--- config.mk ---
export PLATFORM = sky130hd
export DESIGN_NAME = moving_average_deadzone_ema
export DESIGN_NICKNAME = d
export VERILOG_FILES = /design/src/hw/rtl/mavg_pkg.sv /design/src/hw/rtl/mavg_ram.sv /design/src/hw/rtl/mavg_div.sv /design/src/hw/rtl/mavg_ctrl.sv /design/src/hw/rtl/mavg_dp.sv /design/src/hw/rtl/moving_average_deadzone_ema.sv
export VERILOG_INCLUDE_DIRS = /design/src /design/src/hw/rtl
export SDC_FILE = /design/constraint.sdc
export NUM_CORES = 2
export LEC_CHECK = 0
export ABC_AREA = 0
export BUFFER_PORTS_ARGS = -buffer_cell sky130_fd_sc_hd__buf_2
export CAP_MARGIN = 30
export CORE_MARGIN = 8
export CORE_UTILIZATION = 60
export CTS_BUF_LIST = sky130_fd_sc_hd__clkbuf_4
export DETAILED_ROUTE_END_ITERATION = 8
export MAX_ROUTING_LAYER = met4
export PLACE_DENSITY_LB_ADDON = 0.08
export SYNTH_ARGS = -nofsm -noshare
export SYNTH_HDL_FRONTEND = slang
export SYNTH_SLANG_ARGS = --single-unit
--- constraint.sdc ---
create_clock -name clk_i -period 6.9 [get_ports clk_i]
set_input_delay 1.38 -clock clk_i [delete_from_list [all_inputs] [get_ports clk_i]]
set_output_delay 1.38 -clock clk_i [all_outputs]
set_load 0.05 [all_outputs]
--- src/hw/rtl/assert_macros.svh ---
// assertion macros used by the rtl top level
`ifndef ASSERT_MACROS_SVH
`define ASSERT_MACROS_SVH

`ifndef SYNTHESIS
// property must hold at every clock edge outside reset
`define ASSERT_CLK(lbl, clk, rst_n, prop) \
  lbl: assert property (@(posedge clk) disable iff (!rst_n) (prop)) \
    else $error("assertion failed");
// expression must never be true outside reset
`define ASSERT_NEVER(lbl, clk, rst_n, expr) \
  lbl: assert property (@(posedge clk) disable iff (!rst_n) (!(expr))) \
    else $error("forbidden condition seen");
`else
`define ASSERT_CLK(lbl, clk, rst_n, prop)
`define ASSERT_NEVER(lbl, clk, rst_n, expr)
`endif

`endif

--- src/hw/rtl/mavg_pkg.sv ---
// shared types and constants of the moving average / ema filter
package mavg_pkg;

  // payload and register widths
  localparam int SampleW  = 24;
  localparam int ChanW    = 3;
  localparam int WinW     = 5;
  localparam int SmoothW  = 8;
  localparam int DzW      = 23;
  localparam int CfgIdxW  = 2;
  localparam int CfgDataW = 23;

  // register indexes
  localparam logic [CfgIdxW-1:0] CfgWindow   = 2'd0;
  localparam logic [CfgIdxW-1:0] CfgSmooth   = 2'd1;
  localparam logic [CfgIdxW-1:0] CfgDeadZone = 2'd2;

  // register reset values
  localparam logic [WinW-1:0]    WinReset    = 5'd1;
  localparam logic [SmoothW-1:0] SmoothReset = 8'd1;
  localparam logic [DzW-1:0]     DzReset     = 23'd65536;

  // default sizes
  localparam int DefChannels = 6;
  localparam int DefMaxOrder = 16;

  // quotient bits produced per divider cycle
  localparam int DivStep = 2;

  typedef enum logic [2:0] {
    ST_CLEAR,
    ST_IDLE,
    ST_WRITE,
    ST_SUM,
    ST_AVG_DIV,
    ST_EMA_GO,
    ST_EMA_DIV,
    ST_OUT
  } state_e;

  // controller to datapath
  typedef struct packed {
    logic clear;
    logic load;
    logic ring_wr;
    logic sum_en;
    logic avg_go;
    logic avg_take;
    logic ema_go;
    logic ema_take;
    logic out_load;
  } cmd_t;

  // datapath to controller
  typedef struct packed {
    logic chan_ok;
    logic clear_last;
    logic sum_done;
    logic div_busy;
    logic div_done;
    logic out_free;
  } stat_t;

endpackage

--- src/hw/rtl/mavg_ram.sv ---
// generic single write port, single read port ram with registered read
module mavg_ram #(
  parameter int Width = 24,
  parameter int Depth = 96,
  parameter int AddrW = (Depth > 1) ? $clog2(Depth) : 1
) (
  input  logic             clk_i,
  input  logic             we_i,
  input  logic [AddrW-1:0] waddr_i,
  input  logic [Width-1:0] wdata_i,
  input  logic [AddrW-1:0] raddr_i,
  output logic [Width-1:0] rdata_o
);

  logic [Width-1:0] mem [Depth];
  logic [Width-1:0] rdata_q;

  // write port
  always_ff @(posedge clk_i) begin
    if (we_i) begin
      mem[waddr_i] <= wdata_i;
    end
  end

  // registered read port
  always_ff @(posedge clk_i) begin
    rdata_q <= mem[raddr_i];
  end

  assign rdata_o = rdata_q;

endmodule

--- src/hw/rtl/mavg_div.sv ---
// unsigned restoring divider, a few quotient bits per cycle
module mavg_div #(
  parameter int DividendW = 30,
  parameter int DivisorW  = 9
) (
  input  logic                 clk_i,
  input  logic                 rst_ni,
  input  logic                 start_i,
  input  logic [DividendW-1:0] dividend_i,
  input  logic [DivisorW-1:0]  divisor_i,
  output logic                 busy_o,
  output logic                 done_o,
  output logic [DividendW-1:0] quotient_o
);
  import mavg_pkg::*;

  localparam int Iter = DividendW / DivStep;
  localparam int CntW = (Iter > 1) ? $clog2(Iter) : 1;

  logic                 busy_q, done_q;
  logic [CntW-1:0]      cnt_q;
  logic [DivisorW:0]    rem_q, rem_d;
  logic [DividendW-1:0] quo_q, quo_d;
  logic [DivisorW-1:0]  dvs_q;

  // DivStep dependent shift-and-subtract steps
  always_comb begin
    rem_d = rem_q;
    quo_d = quo_q;
    for (int i = 0; i < DivStep; i++) begin
      rem_d = {rem_d[DivisorW-1:0], quo_d[DividendW-1]};
      quo_d = {quo_d[DividendW-2:0], 1'b0};
      if (rem_d >= {1'b0, dvs_q}) begin
        rem_d    = rem_d - {1'b0, dvs_q};
        quo_d[0] = 1'b1;
      end
    end
  end

  // control of the iteration
  always_ff @(posedge clk_i or negedge rst_ni) begin
    if (!rst_ni) begin
      busy_q <= 1'b0;
      done_q <= 1'b0;
      cnt_q  <= '0;
    end else begin
      done_q <= 1'b0;
      if (start_i) begin
        busy_q <= 1'b1;
        cnt_q  <= '0;
      end else if (busy_q) begin
        cnt_q <= cnt_q + CntW'(1);
        if (cnt_q == CntW'(Iter - 1)) begin
          busy_q <= 1'b0;
          done_q <= 1'b1;
        end
      end
    end
  end

  // operand and partial result registers
  always_ff @(posedge clk_i) begin
    if (start_i) begin
      rem_q <= '0;
      quo_q <= dividend_i;
      dvs_q <= divisor_i;
    end else if (busy_q) begin
      rem_q <= rem_d;
      quo_q <= quo_d;
    end
  end

  assign busy_o     = busy_q;
  assign done_o     = done_q;
  assign quotient_o = quo_q;

endmodule

--- src/hw/rtl/mavg_ctrl.sv ---
// sequencing controller of the filter
module mavg_ctrl (
  input  logic            clk_i,
  input  logic            rst_ni,
  input  logic            in_valid_i,
  output logic            in_stall_o,
  input  mavg_pkg::stat_t stat_i,
  output mavg_pkg::cmd_t  cmd_o
);
  import mavg_pkg::*;

  state_e state_q, state_d;

  // state register, reset starts the ring clearing pass
  always_ff @(posedge clk_i or negedge rst_ni) begin
    if (!rst_ni) begin
      state_q <= ST_CLEAR;
    end else begin
      state_q <= state_d;
    end
  end

  // next state and commands
  always_comb begin
    state_d    = state_q;
    cmd_o      = '0;
    in_stall_o = 1'b1;
    case (state_q)
      ST_CLEAR: begin
        cmd_o.clear = 1'b1;
        if (stat_i.clear_last) begin
          state_d = ST_IDLE;
        end
      end
      ST_IDLE: begin
        in_stall_o = 1'b0;
        if (in_valid_i) begin
          cmd_o.load = 1'b1;
          if (stat_i.chan_ok) begin
            state_d = ST_WRITE;
          end
        end
      end
      ST_WRITE: begin
        cmd_o.ring_wr = 1'b1;
        state_d       = ST_SUM;
      end
      ST_SUM: begin
        cmd_o.sum_en = 1'b1;
        if (stat_i.sum_done) begin
          cmd_o.avg_go = 1'b1;
          state_d      = ST_AVG_DIV;
        end
      end
      ST_AVG_DIV: begin
        if (stat_i.div_done) begin
          cmd_o.avg_take = 1'b1;
          state_d        = ST_EMA_GO;
        end
      end
      ST_EMA_GO: begin
        cmd_o.ema_go = 1'b1;
        state_d      = ST_EMA_DIV;
      end
      ST_EMA_DIV: begin
        if (stat_i.div_done) begin
          cmd_o.ema_take = 1'b1;
          state_d        = ST_OUT;
        end
      end
      ST_OUT: begin
        if (stat_i.out_free) begin
          cmd_o.out_load = 1'b1;
          state_d        = ST_IDLE;
        end
      end
      default: begin
        state_d = ST_IDLE;
      end
    endcase
  end

endmodule

--- src/hw/rtl/mavg_dp.sv ---
// datapath: config registers, rings, accumulator, shared divider, output register
module mavg_dp #(
  parameter int CHANNELS  = mavg_pkg::DefChannels,
  parameter int MAX_ORDER = mavg_pkg::DefMaxOrder
) (
  input  logic                                 clk_i,
  input  logic                                 rst_ni,
  input  mavg_pkg::cmd_t                       cmd_i,
  output mavg_pkg::stat_t                      stat_o,
  input  logic                                 cfg_valid_i,
  input  logic [mavg_pkg::CfgIdxW-1:0]         cfg_index_i,
  input  logic [mavg_pkg::CfgDataW-1:0]        cfg_data_i,
  input  logic [mavg_pkg::ChanW-1:0]           channel_i,
  input  logic signed [mavg_pkg::SampleW-1:0]  sample_i,
  input  logic                                 out_stall_i,
  output logic                                 out_valid_o,
  output logic [mavg_pkg::ChanW-1:0]           out_channel_o,
  output logic signed [mavg_pkg::SampleW-1:0]  window_average_o,
  output logic signed [mavg_pkg::SampleW-1:0]  filtered_o
);
  import mavg_pkg::*;

  localparam int Depth  = CHANNELS * MAX_ORDER;
  localparam int AddrW  = (Depth > 1) ? $clog2(Depth) : 1;
  localparam int ChW    = (CHANNELS > 1) ? $clog2(CHANNELS) : 1;
  localparam int IdxW   = (MAX_ORDER > 1) ? $clog2(MAX_ORDER) : 1;
  localparam int LenW   = $clog2(MAX_ORDER + 1);
  localparam int SumW   = SampleW + LenW;
  localparam int MagW   = (SumW > DzW) ? SumW : DzW;
  localparam int EmaW   = SampleW + 2;
  localparam int DivRaw = (SumW > EmaW) ? SumW : EmaW;
  localparam int DivW   = ((DivRaw + DivStep - 1) / DivStep) * DivStep;
  localparam int DvW    = (LenW > SmoothW + 1) ? LenW : SmoothW + 1;

  // configuration registers
  logic [WinW-1:0]    cfg_win_q;
  logic [SmoothW-1:0] cfg_smooth_q;
  logic [DzW-1:0]     cfg_dz_q;

  // item registers
  logic [ChW-1:0]             ch_q;
  logic signed [SampleW-1:0]  sample_q;
  logic [IdxW-1:0]            ptr_q [CHANNELS];
  logic signed [SampleW-1:0]  prev_q [CHANNELS];
  logic [AddrW-1:0]           clr_q;
  logic [LenW-1:0]            rd_idx_q;
  logic                       rvalid_q;
  logic signed [SumW-1:0]     acc_q;
  logic signed [SampleW-1:0]  avg_q, ema_q;
  logic                       neg_q;

  // output register
  logic                       out_valid_q;
  logic [ChanW-1:0]           out_ch_q;
  logic signed [SampleW-1:0]  out_avg_q, out_ema_q;

  // combinational values
  logic [LenW-1:0]            len;
  logic [SmoothW-1:0]         nsm;
  logic [IdxW-1:0]            ptr_cur, pos, ptr_nxt;
  logic [LenW-1:0]            pos1;
  logic [AddrW-1:0]           base;
  logic                       rd_issue;
  logic [SumW-1:0]            acc_mag;
  logic                       dz_hit;
  logic signed [EmaW-1:0]     ema_diff;
  logic [EmaW-1:0]            ema_mag;
  logic signed [DivW:0]       q_s;
  logic signed [EmaW-1:0]     ema_sum;

  // ram and divider hookup
  logic                       ram_we;
  logic [AddrW-1:0]           ram_waddr, ram_raddr;
  logic [SampleW-1:0]         ram_wdata, ram_rdata;
  logic                       div_start, div_busy, div_done;
  logic [DivW-1:0]            div_dividend, div_q;
  logic [DvW-1:0]             div_divisor;

  // config writes
  always_ff @(posedge clk_i or negedge rst_ni) begin
    if (!rst_ni) begin
      cfg_win_q    <= WinReset;
      cfg_smooth_q <= SmoothReset;
      cfg_dz_q     <= DzReset;
    end else if (cfg_valid_i) begin
      case (cfg_index_i)
        CfgWindow:   cfg_win_q    <= cfg_data_i[WinW-1:0];
        CfgSmooth:   cfg_smooth_q <= cfg_data_i[SmoothW-1:0];
        CfgDeadZone: cfg_dz_q     <= cfg_data_i[DzW-1:0];
        default: ;
      endcase
    end
  end

  // clamp window length to 1..MAX_ORDER and the period to at least 1
  always_comb begin
    if (cfg_win_q == '0) begin
      len = LenW'(1);
    end else if (32'(cfg_win_q) > MAX_ORDER) begin
      len = LenW'(MAX_ORDER);
    end else begin
      len = LenW'(cfg_win_q);
    end
    nsm = (cfg_smooth_q == '0) ? SmoothW'(1) : cfg_smooth_q;
  end

  // ring position of the new sample and the advanced pointer
  assign ptr_cur = ptr_q[ch_q];
  assign pos     = (LenW'(ptr_cur) >= len) ? '0 : ptr_cur;
  assign pos1    = LenW'(pos) + LenW'(1);
  assign ptr_nxt = (pos1 >= len) ? '0 : IdxW'(pos1);
  assign base    = AddrW'(ch_q) * AddrW'(MAX_ORDER);

  // ram port selection
  assign ram_we    = cmd_i.clear | cmd_i.ring_wr;
  assign ram_waddr = cmd_i.clear ? clr_q : base + AddrW'(pos);
  assign ram_wdata = cmd_i.clear ? '0 : sample_q;
  assign ram_raddr = base + AddrW'(rd_idx_q[IdxW-1:0]);
  assign rd_issue  = cmd_i.sum_en && (rd_idx_q < len);

  mavg_ram #(
    .Width (SampleW),
    .Depth (Depth)
  ) u_ring (
    .clk_i   (clk_i),
    .we_i    (ram_we),
    .waddr_i (ram_waddr),
    .wdata_i (ram_wdata),
    .raddr_i (ram_raddr),
    .rdata_o (ram_rdata)
  );

  // clearing pass address
  always_ff @(posedge clk_i or negedge rst_ni) begin
    if (!rst_ni) begin
      clr_q <= '0;
    end else if (cmd_i.clear) begin
      clr_q <= clr_q + AddrW'(1);
    end
  end

  // per channel pointer and last ema value
  always_ff @(posedge clk_i or negedge rst_ni) begin
    if (!rst_ni) begin
      for (int c = 0; c < CHANNELS; c++) begin
        ptr_q[c]  <= '0;
        prev_q[c] <= '0;
      end
    end else begin
      if (cmd_i.ring_wr) begin
        ptr_q[ch_q] <= ptr_nxt;
      end
      if (cmd_i.ema_take) begin
        prev_q[ch_q] <= SampleW'(ema_sum);
      end
    end
  end

  // read sequencing over the window
  always_ff @(posedge clk_i or negedge rst_ni) begin
    if (!rst_ni) begin
      rd_idx_q <= '0;
      rvalid_q <= 1'b0;
    end else begin
      rvalid_q <= rd_issue;
      if (cmd_i.ring_wr) begin
        rd_idx_q <= '0;
      end else if (rd_issue) begin
        rd_idx_q <= rd_idx_q + LenW'(1);
      end
    end
  end

  // beat capture and accumulation
  always_ff @(posedge clk_i) begin
    if (cmd_i.load) begin
      ch_q     <= ChW'(channel_i);
      sample_q <= sample_i;
    end
    if (cmd_i.ring_wr) begin
      acc_q <= '0;
    end else if (rvalid_q) begin
      acc_q <= acc_q + SumW'($signed(ram_rdata));
    end
  end

  // dead zone check and ema difference
  assign acc_mag  = acc_q[SumW-1] ? SumW'(-acc_q) : SumW'(acc_q);
  assign dz_hit   = MagW'(acc_mag) < MagW'(cfg_dz_q);
  assign ema_diff = (EmaW'(avg_q) - EmaW'(prev_q[ch_q])) <<< 1;
  assign ema_mag  = ema_diff[EmaW-1] ? EmaW'(-ema_diff) : EmaW'(ema_diff);

  // shared divider operands
  assign div_start    = cmd_i.avg_go | cmd_i.ema_go;
  assign div_dividend = cmd_i.avg_go ? (dz_hit ? '0 : DivW'(acc_mag)) : DivW'(ema_mag);
  assign div_divisor  = cmd_i.avg_go ? DvW'(len) : DvW'(nsm) + DvW'(1);

  mavg_div #(
    .DividendW (DivW),
    .DivisorW  (DvW)
  ) u_div (
    .clk_i      (clk_i),
    .rst_ni     (rst_ni),
    .start_i    (div_start),
    .dividend_i (div_dividend),
    .divisor_i  (div_divisor),
    .busy_o     (div_busy),
    .done_o     (div_done),
    .quotient_o (div_q)
  );

  // signed quotient, truncated toward zero
  assign q_s     = neg_q ? -$signed({1'b0, div_q}) : $signed({1'b0, div_q});
  assign ema_sum = EmaW'(prev_q[ch_q]) + EmaW'(q_s);

  // average and ema results
  always_ff @(posedge clk_i) begin
    if (cmd_i.avg_go) begin
      neg_q <= acc_q[SumW-1];
    end else if (cmd_i.ema_go) begin
      neg_q <= ema_diff[EmaW-1];
    end
    if (cmd_i.avg_take) begin
      avg_q <= SampleW'(q_s);
    end
    if (cmd_i.ema_take) begin
      ema_q <= SampleW'(ema_sum);
    end
  end

  // output register valid
  always_ff @(posedge clk_i or negedge rst_ni) begin
    if (!rst_ni) begin
      out_valid_q <= 1'b0;
    end else if (cmd_i.out_load) begin
      out_valid_q <= 1'b1;
    end else if (!out_stall_i) begin
      out_valid_q <= 1'b0;
    end
  end

  // output register payload
  always_ff @(posedge clk_i) begin
    if (cmd_i.out_load) begin
      out_ch_q  <= ChanW'(ch_q);
      out_avg_q <= avg_q;
      out_ema_q <= ema_q;
    end
  end

  // status back to the controller
  always_comb begin
    stat_o            = '0;
    stat_o.chan_ok    = 32'(channel_i) < CHANNELS;
    stat_o.clear_last = clr_q == AddrW'(Depth - 1);
    stat_o.sum_done   = (rd_idx_q == len) && !rvalid_q;
    stat_o.div_busy   = div_busy;
    stat_o.div_done   = div_done;
    stat_o.out_free   = !out_valid_q || !out_stall_i;
  end

  assign out_valid_o      = out_valid_q;
  assign out_channel_o    = out_ch_q;
  assign window_average_o = out_avg_q;
  assign filtered_o       = out_ema_q;

endmodule

--- src/hw/rtl/moving_average_deadzone_ema.sv ---
// Six-channel accelerometer smoother: dead-zoned moving average then ema.
// Input channel: in_valid_i / in_stall_o carry one beat of channel_i and
//   sample_i (signed Q8.16 g). A beat naming a channel at or above CHANNELS
//   is taken and dropped without a result.
// Output channel: out_valid_o / out_stall_i carry one beat per input beat
//   on a channel below CHANNELS, with out_channel_o, window_average_o and filtered_o.
// Config channel: cfg_valid_i / cfg_ready_o write cfg_data_i to register
//   cfg_index_i (0 window length, 1 smoothing period, 2 dead zone); ready is
//   always high and writes belong to idle periods.
// One item is worked on at a time. From acceptance to the result in the
//   output register the work is one ring read per window entry plus two
//   passes through the shared two-bits-per-cycle divider; the next beat is
//   taken the cycle after the result is loaded into the output register.
// The output register holds a finished result while the next beat is taken;
//   if it is still stalled when the next result is ready, the block waits
//   and keeps in_stall_o high.
// After reset the rings are swept to zero, one entry a cycle, over all
//   CHANNELS*MAX_ORDER entries (96 by default); in_stall_o stays high meanwhile.
`include "assert_macros.svh"

module moving_average_deadzone_ema #(
  parameter int CHANNELS  = mavg_pkg::DefChannels,
  parameter int MAX_ORDER = mavg_pkg::DefMaxOrder
) (
  input  logic                                clk_i,
  input  logic                                rst_ni,
  input  logic                                in_valid_i,
  output logic                                in_stall_o,
  input  logic [mavg_pkg::ChanW-1:0]          channel_i,
  input  logic signed [mavg_pkg::SampleW-1:0] sample_i,
  output logic                                out_valid_o,
  input  logic                                out_stall_i,
  output logic [mavg_pkg::ChanW-1:0]          out_channel_o,
  output logic signed [mavg_pkg::SampleW-1:0] window_average_o,
  output logic signed [mavg_pkg::SampleW-1:0] filtered_o,
  input  logic                                cfg_valid_i,
  output logic                                cfg_ready_o,
  input  logic [mavg_pkg::CfgIdxW-1:0]        cfg_index_i,
  input  logic [mavg_pkg::CfgDataW-1:0]       cfg_data_i
);
  import mavg_pkg::*;

  cmd_t  cmd;
  stat_t stat;

  // config writes are always taken
  assign cfg_ready_o = 1'b1;

  mavg_ctrl u_ctrl (
    .clk_i      (clk_i),
    .rst_ni     (rst_ni),
    .in_valid_i (in_valid_i),
    .in_stall_o (in_stall_o),
    .stat_i     (stat),
    .cmd_o      (cmd)
  );

  mavg_dp #(
    .CHANNELS  (CHANNELS),
    .MAX_ORDER (MAX_ORDER)
  ) u_dp (
    .clk_i            (clk_i),
    .rst_ni           (rst_ni),
    .cmd_i            (cmd),
    .stat_o           (stat),
    .cfg_valid_i      (cfg_valid_i),
    .cfg_index_i      (cfg_index_i),
    .cfg_data_i       (cfg_data_i),
    .channel_i        (channel_i),
    .sample_i         (sample_i),
    .out_stall_i      (out_stall_i),
    .out_valid_o      (out_valid_o),
    .out_channel_o    (out_channel_o),
    .window_average_o (window_average_o),
    .filtered_o       (filtered_o)
  );

  // result register is only loaded when its beat is gone or leaving
  `ASSERT_CLK(a_out_load_free, clk_i, rst_ni, cmd.out_load |-> !(out_valid_o && out_stall_i))
  // a new result beat appears only after a load from the controller
  `ASSERT_CLK(a_out_rise_load, clk_i, rst_ni, $rose(out_valid_o) |-> $past(cmd.out_load))
  // the divider is never restarted mid-division
  `ASSERT_NEVER(a_div_restart, clk_i, rst_ni, (cmd.avg_go || cmd.ema_go) && stat.div_busy)
  // no input beat is taken while a division runs
  `ASSERT_CLK(a_stall_busy, clk_i, rst_ni, stat.div_busy |-> in_stall_o)

endmodule

==> key figures <==
Cells and area
  – Fill cell count: 12620
  – Fin area: 0.1261 mm²
  – Area Overhead vs Synth: 12.09%
  – Most common cell after layout, fill and taps aside: edfxtp_1
  – Layout cells sized above 1: between 30% and 40%
  – Nets: approximately 6700
  – Commonest cells after routing, fill and taps aside: edfxtp_1, clkbuf_4, mux4_2

Floorplan
  – Rows: 159
  – Effective utilization at floorplan: roughly 60%
  – Die area: around 0.2 mm²
  – Std-Cell Core Area: 0.1870 mm²
  – Ports: 111
  – Die X: 448.9 µm
  – Die height: approximately 450 µm

Yosys
  – Number of synthesized flops with an enable pin: 2470
  – Yosys top cell area share: roughly two thirds
  – Syn Nets: 6057
  – Ys flop type: edfxtp_1
  – Cell variety after synth: 81
  – Synth Register Bits: 2759
  – Post-Synthesis Cells: 5857
  – Synthesized area per cell: just under 20 µm²
  – Synth area leaders: edfxtp_1, mux4_2, dfrtp_1
  – Async S/R FF share, synth: under 10%
  – Post-synth top area cell: edfxtp_1
  – Sequential share of the synthesized area: 72.11%
  – Ys Warns: 0
  – Synthesized area: 0.1125 mm²

Detailed routing
  – Drt drc: 0
  – Via count: 60040
  – Final WL: 273700 µm
  – TritonRoute pass-1 iters: 5
  – DRT iter0 DRCs: 5993
  – Vias per cell: 6.299
  – Routed Antenna Nets: 0
  – DR WL/cell: around 29 µm

Setup path
  – Worst-path fanout max: 14
  – Kind of critical path: reg2reg
  – Critical Path Source Type: flip-flop
  – Worst endpoint required time: 7940 ps
  – Worst r2r src: u_dp.ch_q[1]$_DFFE_PP_
  – CP startpoint: u_dp.ch_q[1]$_DFFE_PP_
  – Nature of the critical path endpoint: flip-flop
  – Arr. time, crit path: 7150 ps

Global routing
  – GRT Residual Overflow: 0
  – Initial antenna violation count: 8
  – Global-route wire length before repair: 399900 µm
  – Largest net degree at the start of global routing: 128
  – Total track usage: 27.58%
  – Vias in the first global route: 60340

STA
  – Setup TNS: 0 ps
  – Final Hold Viols: 0
  – Least-Margin Pin Slew: 1038 ps
  – Final WS setup: 793.0 ps
  – RSZ-0062 raised after global routing: false
  – Normalized max-slew margin: between 30% and 40%
  – Fin crit period: 6107 ps
  – Post-route clock period utilization: just under 90%
  – Final Max Tran Viols: 0
  – Final Skew: 155.4 ps
  – Peak Freq: 0.1637 GHz
  – Setup violators final: 0

Min path
  – Hold Crit Class: in2async

Run
  – Max-Cap Viols: 0

Power
  – Overall power: 48.18 mW
  – Leakage power: 42.98 nW
  – PwrDens: 382.2 mW/mm²
  – Worst vdd ir: 416.4 µV

Place
  – Placement Setup Slack: 757.7 ps
  – I/O Buffers: 109
  – DP Area: 0.1173 mm²
  – HPWL Detailed: 167100 µm
  – Placer Congestion: 0.8984

Clock network
  – Setup bufs post-CTS: 0
  – # H-tree levels: 6
  – Clk buf depth: 4
  – TritonCTS clock tree: done
  – Post-CTS Resized: 0
  – Clk root buf: clkbuf_4
  – Num CTS Buffers: a little under 700
  – Hold_buf cts: 0
  – Clk pin slew, worst setup/hold paths: roughly 80 ps
  – Clock Latency Late Sink: 1430 ps
  – Clk sinks: 2759

Status
  – Status: finished clean
[worst paths after layout]
check	endpoint	slack, ps	depth (start not counted)
setup reg to reg	u_dp.u_ring.mem[34][23]$_DFFE_PP_	790	15
min in group clk_i	u_dp.sample_q[18]$_DFFE_PP_	200	1
max in group asynchronous	u_dp.prev_q[51]$_DFFE_PN0P_	5440	2
hold reg to reg	u_dp.filtered_o[1]$_DFFE_PP_	420	0
setup / recovery	u_dp.u_ring.mem[34][23]$_DFFE_PP_	790	15
hold / removal	u_dp.prev_q[143]$_DFFE_PN0P_	150	1
[through the flow]
stage,hold slack [ps],util [%],instances
CTS,40.72,67.31,9510
global placement,403.0,62.57,8323
floorplan,400.3,-,5857
global route,40.26,67.41,9528
finish,148.6,67.41,9531
detailed placement,404.5,62.75,8339
[sequential cells by signal, indices dropped and copies added, names as in the netlist, 4 cells and up]
| signal | count |
|---|---|
| u_dp.cfg_win_q | 5 |
| u_dp.u_div.dvs_q | 9 |
| u_dp.u_ring.mem | 2304 |
| u_dp.rd_idx_q | 5 |
| u_dp.prev_q | 144 |
| u_dp.cfg_dz_q | 23 |
| u_dp.acc_q | 29 |
| u_dp.ema_q | 24 |
| u_dp.u_div.rem_q | 9 |
| u_dp.u_div.quotient_o | 30 |
| u_dp.sample_q | 24 |
| u_dp.clr_q | 7 |
| u_dp.avg_q | 24 |
| u_dp.filtered_o | 24 |
| u_dp.u_div.cnt_q | 4 |
| u_dp.u_ring.rdata_o | 24 |
| u_dp.window_average_o | 24 |
| u_dp.ptr_q | 24 |
| u_dp.cfg_smooth_q | 8 |
[synthesized netlist by cell type, types with 50 or more instances]
master	n
xor2_1	50
a21oi_1	111
buf_1	76
inv_1	121
mux2i_1	64
clkbuf_1	192
mux2_2	132
a22oi_1	73
o21ai_0	201
mux4_2	737
nand2_1	264
xnor2_1	101
dfxtp_1	62
ha_1	138
edfxtp_1	2470
nor2_1	265
dfrtp_1	224
[critical path, stage by stage, from the launching register on]
cell      delay [ps]
edfxtp_1         690
inv_1            250
nor2_1           440
a22oi_1          170
o22ai_1          340
ha_1             310
a21o_1           160
a21oi_1          180
nor2_1           110
o31ai_1          340
buf_4            220
or3b_2           510
or3_1            700
buf_4            380
nor2_2           590
buf_4            360
[kinds of logic (layout without fill, tap and decap cells)]
kind of cell / count (synthesis) / in the layout / synth area share (%)
other: 1 / 15 / 0.003334
flip-flops: 2759 / 2759 / 72.11
buffers and inverters: 399 / 1564 / 1.350
adder cells (fa/ha/maj): 143 / 143 / 1.624
multiplexers: 933 / 933 / 16.65
AO/OA/AOI/OAI: 638 / 638 / 3.628
XOR/XNOR: 152 / 152 / 1.196
AND/OR/NAND/NOR: 832 / 832 / 3.438
[layer usage]
layer  part of all wire [%]  vias up  global-route usage (%)
li1                       -    25690                       -
met1                     41    31140                   38.11
met2                     48     2772                   41.48
met3                    8.4      438                   6.154
met4                    3.3        0                   9.414
met5                      0        -                       -
[cell type report]
cell class	instances	area [µm²]	share of cell area, %
Clock inverter	146	837.1	0.6640
Inverter	122	457.9	0.3633
Timing Repair Buffer	271	2263	1.795
Antenna cell	14	35.03	0.02779
Tap cell	2495	3122	2.476
Clock buffer	1025	7695	6.104
Sequential cell	2759	81110	64.34
Multi-Input combinational cell	2699	30540	24.23
[power by group]
part	internal [mW]	switching, mW	leakage (nW)	total [mW]
Sequential	19.1	0.722	25.8	19.8
Combinational	6.50	8.38	12.1	14.9
Clock	7.12	6.34	5.14	13.5
Total	32.7	15.4	43.0	48.2
Note: power is estimated with default switching activity, not from simulation.
